--- config.mk ---
export PLATFORM = sky130hd
export DESIGN_NAME = char_lcd_nibble_writer_core
export DESIGN_NICKNAME = d
export VERILOG_FILES = /design/src/rtl/lcdnw_pkg.sv /design/src/rtl/char_lcd_nibble_writer_core.sv
export SDC_FILE = /design/constraint.sdc
export NUM_CORES = 1
export LEC_CHECK = 0
export ABC_CLOCK_PERIOD_IN_PS = 3900
export BUFFER_PORTS_ARGS = -buffer_cell sky130_fd_sc_hd__buf_2
export CAP_MARGIN = 40
export CELL_PAD_IN_SITES_DETAIL_PLACEMENT = 1
export CELL_PAD_IN_SITES_GLOBAL_PLACEMENT = 2
export CORE_ASPECT_RATIO = 0.6
export CORE_MARGIN = 5
export CORE_UTILIZATION = 26
export DETAILED_ROUTE_END_ITERATION = 8
export PLACE_DENSITY_LB_ADDON = 0.1
export SLEW_MARGIN = 20
export SYNTH_ARGS = -nofsm -noshare
export SYNTH_HDL_FRONTEND = slang
export SYNTH_SLANG_ARGS = --single-unit
--- constraint.sdc ---
create_clock -name clock -period 3.9 [get_ports clock]
set_input_delay 0.39 -clock clock [delete_from_list [all_inputs] [get_ports clock]]
set_output_delay 0.39 -clock clock [all_outputs]
set_load 0.02 [all_outputs]
--- src/rtl/lcdnw_pkg.sv ---
// Package for the character LCD nibble writer: request kinds, settle codes,
// the nibble record type and the byte/address helper functions. No dependencies.
package lcdnw_pkg;

   localparam int RUN_MAX = 14;
   localparam int CNT_W   = 4;

   localparam logic [2:0] KIND_INIT    = 3'd0;
   localparam logic [2:0] KIND_CLEAR   = 3'd1;
   localparam logic [2:0] KIND_SET_CUR = 3'd2;
   localparam logic [2:0] KIND_PRINT_T = 3'd3;
   localparam logic [2:0] KIND_PRINT_U = 3'd4;
   localparam logic [2:0] KIND_PRINT_AT= 3'd5;

   localparam logic [1:0] SETTLE_NONE = 2'd0;
   localparam logic [1:0] SETTLE_40US = 2'd1;
   localparam logic [1:0] SETTLE_2MS  = 2'd2;
   localparam logic [1:0] SETTLE_5MS  = 2'd3;

   localparam logic RS_CMD  = 1'b0;
   localparam logic RS_DATA = 1'b1;

   localparam logic [7:0] CHAR_NEWLINE = 8'd10;

   localparam logic [0:0] CSR_ROWS = 1'b0;
   localparam logic [0:0] CSR_COLS = 1'b1;

   localparam logic [2:0] ROWS_RESET = 3'd4;
   localparam logic [5:0] COLS_RESET = 6'd20;

   typedef struct packed {
      logic       rs;
      logic [3:0] nib;
      logic [1:0] settle;
   } nib_type;

   typedef nib_type run_type [RUN_MAX];

   function automatic nib_type mk_nib(logic rs, logic [3:0] nib, logic [1:0] settle);
      nib_type n;
      n.rs     = rs;
      n.nib    = nib;
      n.settle = settle;
      return n;
   endfunction

   // high nibble of a byte never waits
   function automatic nib_type byte_hi(logic rs, logic [7:0] b);
      return mk_nib(rs, b[7:4], SETTLE_NONE);
   endfunction

   function automatic nib_type byte_lo(logic rs, logic [7:0] b, logic [1:0] settle);
      return mk_nib(rs, b[3:0], settle);
   endfunction

   function automatic logic [6:0] row_base(logic [1:0] row);
      logic [6:0] b;
      unique case (row)
         2'd0:    b = 7'h00;
         2'd1:    b = 7'h40;
         2'd2:    b = 7'h14;
         default: b = 7'h54;
      endcase
      return b;
   endfunction

   // set-DDRAM-address command; column is 7-bit two's complement
   function automatic logic [7:0] addr_cmd(logic [1:0] row, logic [6:0] col);
      logic [6:0] a;
      a = row_base(row) + col;
      return {1'b1, a};
   endfunction

endpackage

--- src/rtl/char_lcd_nibble_writer_core.sv ---
// Character LCD nibble writer, top level: request decode, cursor tracking,
// nibble run buffer and result register. Depends on lcdnw_pkg.
//
// An accepted request fills the run buffer; each nibble then moves to the result register for rsp_*.
// Throughput: one nibble per cycle while rsp_stall does not hold the result register; a
//   request producing 2 to 14 nibbles holds the run buffer, and the next request is taken
//   as its last nibble moves out. Requests of an unused kind produce nothing.
// Reset: synchronous, clears cursor to row 0 / column 0, rows_in_use to 4,
//   cols_in_use to 20, and empties the run buffer and result register.
module char_lcd_nibble_writer_core (
   input  logic       clock,
   input  logic       reset,
   input  logic       csr_wr_en,
   input  logic [0:0] csr_index,
   input  logic [5:0] csr_wdata,
   input  logic       req_valid,
   output logic       req_stall,
   input  logic [2:0] req_kind,
   input  logic [7:0] req_char_code,
   input  logic [1:0] req_row,
   input  logic [5:0] req_col,
   output logic       rsp_valid,
   input  logic       rsp_stall,
   output logic       rsp_reg_select,
   output logic [3:0] rsp_nibble,
   output logic [1:0] rsp_settle,
   output logic       rsp_last
);
   import lcdnw_pkg::*;

   // configuration
   logic [2:0] rows_ff;
   logic [5:0] cols_ff;

   // tracked cursor; column -1 means "before column 0" after a clear
   logic [1:0] cur_row_ff, cur_row_in;
   logic [6:0] cur_col_ff, cur_col_in;

   // run buffer: entry 0 is the next nibble to go out, shifts down as they leave
   run_type          run_ff, run_in, run_new;
   logic [CNT_W-1:0] cnt_ff, cnt_in, cnt_new;

   // result register
   logic       rsp_valid_ff, rsp_valid_in;
   nib_type    rsp_nib_ff, rsp_nib_in;
   logic       rsp_last_ff, rsp_last_in;

   logic       out_free;
   logic       emit;
   logic       accept;

   // wrap decisions
   logic       row_lt;
   logic       col_lt;
   logic [1:0] wrap_row;
   logic [7:0] wrap_addr;
   logic [7:0] req_addr;
   logic [7:0] cur_addr;

   // ------------------------------------------------------------------
   // Handshake. The result register frees when empty or being taken; the
   // run buffer can take a new request when empty or once its last nibble is moving out.
   // ------------------------------------------------------------------
   assign out_free  = !rsp_valid_ff || !rsp_stall;
   assign emit      = (cnt_ff != '0) && out_free;
   assign req_stall = (cnt_ff != '0) && !(emit && cnt_ff == CNT_W'(1));
   assign accept    = req_valid && !req_stall;

   // ------------------------------------------------------------------
   // Cursor wrap logic (signed compares as in the display driver:
   // rows_in_use of 0 always wraps, column -1 is below any cols_in_use of 1 or more).
   // ------------------------------------------------------------------
   assign row_lt   = $signed({2'b00, cur_row_ff}) < $signed({1'b0, rows_ff} - 4'd1);
   assign col_lt   = $signed({cur_col_ff[6], cur_col_ff}) < $signed({2'b00, cols_ff} - 8'd1);
   assign wrap_row = row_lt ? cur_row_ff + 2'd1 : 2'd0;
   assign wrap_addr = addr_cmd(wrap_row, 7'd0);
   assign req_addr  = addr_cmd(req_row, {1'b0, req_col});
   assign cur_addr  = addr_cmd(cur_row_ff, cur_col_ff);

   // ------------------------------------------------------------------
   // Request decode: build the whole nibble run in one pass.
   // ------------------------------------------------------------------
   always_comb begin
      run_new    = '{default: '0};
      cnt_new    = '0;
      cur_row_in = cur_row_ff;
      cur_col_in = cur_col_ff;
      unique case (req_kind)
         KIND_INIT: begin
            run_new[0]  = mk_nib(RS_CMD, 4'h3, SETTLE_5MS);
            run_new[1]  = mk_nib(RS_CMD, 4'h3, SETTLE_40US);
            run_new[2]  = mk_nib(RS_CMD, 4'h3, SETTLE_40US);
            run_new[3]  = mk_nib(RS_CMD, 4'h2, SETTLE_40US);
            run_new[4]  = byte_hi(RS_CMD, 8'h28);
            run_new[5]  = byte_lo(RS_CMD, 8'h28, SETTLE_40US);
            run_new[6]  = byte_hi(RS_CMD, 8'h08);
            run_new[7]  = byte_lo(RS_CMD, 8'h08, SETTLE_40US);
            run_new[8]  = byte_hi(RS_CMD, 8'h01);
            run_new[9]  = byte_lo(RS_CMD, 8'h01, SETTLE_2MS);
            run_new[10] = byte_hi(RS_CMD, 8'h06);
            run_new[11] = byte_lo(RS_CMD, 8'h06, SETTLE_40US);
            run_new[12] = byte_hi(RS_CMD, 8'h0E);
            run_new[13] = byte_lo(RS_CMD, 8'h0E, SETTLE_40US);
            cnt_new     = CNT_W'(14);
            cur_row_in  = 2'd0;
            cur_col_in  = 7'h7F;
         end
         KIND_CLEAR: begin
            run_new[0] = byte_hi(RS_CMD, 8'h01);
            run_new[1] = byte_lo(RS_CMD, 8'h01, SETTLE_2MS);
            cnt_new    = CNT_W'(2);
            cur_row_in = 2'd0;
            cur_col_in = 7'h7F;
         end
         KIND_SET_CUR: begin
            run_new[0] = byte_hi(RS_CMD, req_addr);
            run_new[1] = byte_lo(RS_CMD, req_addr, SETTLE_40US);
            cnt_new    = CNT_W'(2);
            cur_row_in = req_row;
            cur_col_in = {1'b0, req_col};
         end
         KIND_PRINT_T: begin
            if (req_char_code == CHAR_NEWLINE) begin
               run_new[0] = byte_hi(RS_CMD, wrap_addr);
               run_new[1] = byte_lo(RS_CMD, wrap_addr, SETTLE_40US);
               cnt_new    = CNT_W'(2);
               cur_row_in = wrap_row;
               cur_col_in = 7'd0;
            end else if (col_lt) begin
               run_new[0] = byte_hi(RS_DATA, req_char_code);
               run_new[1] = byte_lo(RS_DATA, req_char_code, SETTLE_40US);
               cnt_new    = CNT_W'(2);
               cur_col_in = cur_col_ff + 7'd1;
            end else begin
               // past the last column: move to next row, address, then the char
               run_new[0] = byte_hi(RS_CMD, wrap_addr);
               run_new[1] = byte_lo(RS_CMD, wrap_addr, SETTLE_40US);
               run_new[2] = byte_hi(RS_DATA, req_char_code);
               run_new[3] = byte_lo(RS_DATA, req_char_code, SETTLE_40US);
               cnt_new    = CNT_W'(4);
               cur_row_in = wrap_row;
               cur_col_in = 7'd0;
            end
         end
         KIND_PRINT_U: begin
            run_new[0] = byte_hi(RS_DATA, req_char_code);
            run_new[1] = byte_lo(RS_DATA, req_char_code, SETTLE_40US);
            cnt_new    = CNT_W'(2);
         end
         KIND_PRINT_AT: begin
            // jump, print, then restore the tracked cursor position
            run_new[0] = byte_hi(RS_CMD, req_addr);
            run_new[1] = byte_lo(RS_CMD, req_addr, SETTLE_40US);
            run_new[2] = byte_hi(RS_DATA, req_char_code);
            run_new[3] = byte_lo(RS_DATA, req_char_code, SETTLE_40US);
            run_new[4] = byte_hi(RS_CMD, cur_addr);
            run_new[5] = byte_lo(RS_CMD, cur_addr, SETTLE_40US);
            cnt_new    = CNT_W'(6);
         end
         default: begin
            // unused kinds: nothing emitted, cursor kept
            cnt_new = '0;
         end
      endcase
   end

   // ------------------------------------------------------------------
   // Run buffer and result register next state
   // ------------------------------------------------------------------
   always_comb begin
      run_in       = run_ff;
      cnt_in       = cnt_ff;
      rsp_valid_in = rsp_valid_ff;
      rsp_nib_in   = rsp_nib_ff;
      rsp_last_in  = rsp_last_ff;

      if (out_free) begin
         rsp_valid_in = 1'b0;
      end
      if (emit) begin
         rsp_valid_in = 1'b1;
         rsp_nib_in   = run_ff[0];
         rsp_last_in  = (cnt_ff == CNT_W'(1));
         for (int i = 0; i < RUN_MAX - 1; i++) begin
            run_in[i] = run_ff[i + 1];
         end
         cnt_in = cnt_ff - CNT_W'(1);
      end
      if (accept) begin
         run_in = run_new;
         cnt_in = cnt_new;
      end
   end

   always_ff @(posedge clock) begin
      if (reset) begin
         rows_ff      <= ROWS_RESET;
         cols_ff      <= COLS_RESET;
         cur_row_ff   <= 2'd0;
         cur_col_ff   <= 7'd0;
         cnt_ff       <= '0;
         rsp_valid_ff <= 1'b0;
      end else begin
         if (csr_wr_en) begin
            unique case (csr_index)
               CSR_ROWS: rows_ff <= csr_wdata[2:0];
               CSR_COLS: cols_ff <= csr_wdata;
               default:  rows_ff <= rows_ff;
            endcase
         end
         if (accept) begin
            cur_row_ff <= cur_row_in;
            cur_col_ff <= cur_col_in;
         end
         cnt_ff       <= cnt_in;
         rsp_valid_ff <= rsp_valid_in;
      end
   end

   // payload, no reset
   always_ff @(posedge clock) begin
      run_ff      <= run_in;
      rsp_nib_ff  <= rsp_nib_in;
      rsp_last_ff <= rsp_last_in;
   end

   assign rsp_valid      = rsp_valid_ff;
   assign rsp_reg_select = rsp_nib_ff.rs;
   assign rsp_nibble     = rsp_nib_ff.nib;
   assign rsp_settle     = rsp_nib_ff.settle;
   assign rsp_last       = rsp_last_ff;

endmodule

# == Word-level counts from Yosys, hierarchy flattened ==
# Cells that the tools add are included.
# W data, S select, Z words.
# op_classes
n_addsub,7
order_cmp,2
n_eq_ne,14
muxes,27
bitwise,1
reduce_logical,24
# ops
op,count
$mux W98,1
$mux W91,1
$pmux W7 S3,4
$pmux W14 S5,1
$mux W14,4
$mux W48,1
$pmux W14 S3,1
$pmux W13 S2,1
$pmux W4 S4,1
$mux W7,2
$eq A8 B4 Y1 const B,1
$mux W4,2
$add A7 B1 Y7 const B,1
$add A7 B6 Y7,1
$add A7 B7 Y7,1
$lt A7 B7 Y1,1
$sub A6 B1 Y7 const B,1
$eq A2 B1 Y1 const B,3
$eq A2 B2 Y1 const B,3
$eq A3 B2 Y1 const B,2
$eq A3 B3 Y1 const B,2
$logic_not A2 Y1,3
$mux W2,3
$mux W3,2
other kinds (21),32
# word_totals
regBits,129
output_inout_bits,10

# == Depth between registers and ports, before layout ==
# logic_depth
ltp_word,9
ltp_mapped,11
depth_no_buf,10

# == Worst setup path after synthesis ==
# Ideal clock, no wire load.
# synth_timing
path_type,reg2reg
start,register cnt_ff[0]
end,register cnt_ff[3]
arrival_ps,2667
required_time_ps,3830
path_slack_ps,1163
path_stages_with_launch,8
n_path_buf,0
period_less_slack_ps,2737
cell_sequence,dfxtp_1 -> inv_1 -> ha_1 -> nor3b_4 -> mux2i_1 -> inv_1 -> o21ai_0 -> a21oi_1
# synth_via
elab_chain_cells,8
word_cells_on_any_way,12
# synth_lines
element,line,rtl
"start, declared",char_lcd_nibble_writer_core.sv:41,"logic [CNT_W-1:0] cnt_ff, cnt_in, cnt_new;"
"start signal, assigned",char_lcd_nibble_writer_core.sv:215,cnt_ff <= cnt_in;
branches (longest 8 deep; another with $sub A4 B1 Y4),--,
# Parallel ways; which one is timed is not known. The select of a mux whose other input is x is not followed.
# A chain may end at the register's enable or synchronous reset.

==> results_dict.tcl <==
set metrics [dict create \
    status "completed" \
    grtUsageTotal_pct 13.36 \
    dr.first_iter.drc_count 238 \
    fp.dieW_um 181.8 \
    clkTransAtPathRegs_ns 0.08 \
    final_common_cell "edfxtp_1" \
    dieHeight_um 113.1 \
    slew_violations 0 \
    worst_slew_pin_slew_ns 0.7918 \
    ant_nets 0 \
    relSlewSlack_pct 47.22 \
    critical_path.max_fanout 7 \
    setup_ws_ns 0.8537 \
    finClkSkew_ns 0.008627 \
    rsz0062_at_grt "no" \
    routedWlPerCell_um 19.36 \
    dieArea_um2 20560 \
    cp_top_family "compound AO/OA/AOI/OAI gates" \
    start_util_pct 26.66 \
    cts_inserted_buffers 9 \
    grt_pass1_wl_um 20870 \
    p_per_area_nw_per_um2 729.8 \
    fmax_mhz 328.3 \
    setup_tns_ns 0 \
    critPathCaptureType "register" \
    coreArea_um2 17270 \
    gp_congestion 0.7842 \
    cts_max_level 3 \
    cpMostUsedCell "ha_1" \
    cts_buffer_depth 2 \
    cts_hold_buf 0 \
    finalHoldViolCount 0 \
    antenna_found_initial 0 \
    avgSynthCellArea_um2 10.86 \
    start_kind "register" \
    post_synth_instance_area_um2 4604 \
    postCtsSetupBuffers 0 \
    diodes 0 \
    final_cell_mix "68 x edfxtp_1, 40 x buf_2, 38 x nand2_1" \
    leakagePower_nw 2.110 \
    grt_pass1_vias 3396 \
    min_period_over_period_pct 78.11 \
    min_path_type "in2reg" \
    io_pins 41 \
    synth_seq_cells 91 \
    yosysWarnings 0 \
    via_count 3353 \
    final_util_pct 30.90 \
    worstPathArrival_ns 3.26 \
    grt-ovfl-total 0 \
    path_cells "inv_1 > ha_1 > nand2_1 > or3_1 > ha_1 > nor3b_1 > o32a_1 > nand3_1 > a21oi_1 > a221o_1" \
    cp_slowest_cell "a21oi_1" \
    final.min_clock_period_ns 3.046 \
    tritoncts "done" \
    wirelength_um 13530 \
    synth_nets 476 \
    drc 0 \
    setup_violations 0 \
    fin_cells 699 \
    place_ws_ns 0.8671 \
    synth_edf_count 68 \
    syn_inst 424 \
    port_buffers 40 \
    synth.distinct_cells 58 \
    crit_buf_inv 1 \
    dp_hpwl_um 10120 \
    max-vdd-ir-drop_mv 0.2221 \
    cts-root-buf "clkbuf_16" \
    first_pass_iters 4 \
    cts_resized 0 \
    synthFlopType "edfxtp_1" \
    drive_above_1_share_pct 15.48 \
    cpPeakStageDelay_ns 0.64 \
    syn2layout_area_growth_pct 15.90 \
    num_rows 37 \
    grt_start_max_net_pins 62 \
    ys_async_sr_fraction_pct 0 \
    final_nets 512 \
    drv_cap 0 \
    place_inst 683 \
    required_ns 4.12 \
    seq_area_frac_synth_pct 54.35 \
    vias_per_cell 4.797 \
    cts.sinks 91 \
    worstSetupPathType "reg2reg" \
    insertion_delay_ns 0.35 \
]
## cell families (layout without fill, tap and decap cells)
| kind of cell | Yosys count | after routing | share of synthesized area, % |
|---|---|---|---|
| compound gates | 112 | 112 | 16.88 |
| xor+xnor | 13 | 13 | 2.473 |
| fa+ha+maj | 21 | 21 | 5.706 |
| buf+inv | 39 | 80 | 3.750 |
| flops | 91 | 91 | 54.35 |
| mux | 1 | 1 | 0.2174 |
| simple gates | 147 | 147 | 16.63 |
## registers in the layout, summed over array words and instances (netlist names)
register	flops
rsp_nibble	4
cur_row_ff	2
rsp_last	1
rows_ff	3
rsp_settle	2
cnt_ff	4
cols_ff	6
run_ff	60
cur_col_ff	7
rsp_valid	1
rsp_reg_select	1
## power by group
part	internal, mW	switching [mW]	leakage, nW	total, mW
combinational	0.432	0.754	1.06	1.19
sequential	1.64	0.165	0.903	1.81
clock	0.457	0.448	0.149	0.904
## synthesized netlist by cell type (all sizes together) (4+ instances only)
cell,instances,area (um2)
o21ai,21,105.1
a211o,4,35.03
dfxtp,23,460.4
nand2b,5,33.78
a31oi,4,25.02
and3,4,25.02
nor2,24,92.59
nand3,16,80.08
xnor2,9,78.83
a21oi,31,155.2
clkbuf,16,80.08
inv,20,75.07
and2,23,143.9
xor2,4,35.03
a221oi,5,43.79
ha,21,262.8
nand2,38,142.6
a21o,12,90.09
nor3,12,65.06
edfxtp,68,2042
nor2b,5,31.28
or2,5,31.28
a22o,8,70.07
## routing by layer
layer / up-vias / share of wire (%) / GRT usage, %
li1: 1641 / - / -
met1: 1651 / 57 / 21.88
met2: 52 / 38 / 17.33
met3: 9 / 4.4 / 3.148
met4: 0 / 0.91 / 2.699
met5: - / 0 / 0
## path summary, 6_finish.rpt
path / startpoint / to / slack, ns / cells past startpoint
worst max-delay path: cols_ff[0] / run_ff[86] / 0.85 / 10
worst min-delay path: csr_wdata[4] / cols_ff[4] / 0.27 / 3
worst max register to register: cols_ff[0] / run_ff[86] / 0.85 / 10
worst min register to register: run_ff[91] / rsp_settle[0] / 0.42 / 0
## metrics by stage
| step | total power [mW] | hold WS (ns) | cell area (um2) |
|---|---|---|---|
| floorplan | 2.625 | 0.4003 | 4604 |
| CTS | 3.961 | 0.2666 | 5336 |
| global route | 4.165 | 0.2934 | 5336 |
| global placement | 3.017 | 0.4017 | 5022 |
| finish | 3.895 | 0.2718 | 5336 |
| detailed placement | 3.036 | 0.4079 | 5030 |
## layout make-up
cell class	count	area, um2
clock buffers	9	225.2
repair buffers	44	230.2
flip-flops and latches	91	2502
inverters	20	75.07
fillers	1921	11930
clock inverters	7	81.33
well taps	234	292.8
multi-input cells	294	1929
## worst reg2reg max path, stage by stage (launching register included)
cell	delay [ns]
dfxtp_1	0.35
inv_1	0.07
ha_1	0.18
nand2_1	0.09
or3_1	0.31
ha_1	0.32
nor3b_1	0.26
o32a_1	0.28
nand3_1	0.15
a21oi_1	0.64
a221o_1	0.27
Power figures use the tool's default switching activity.
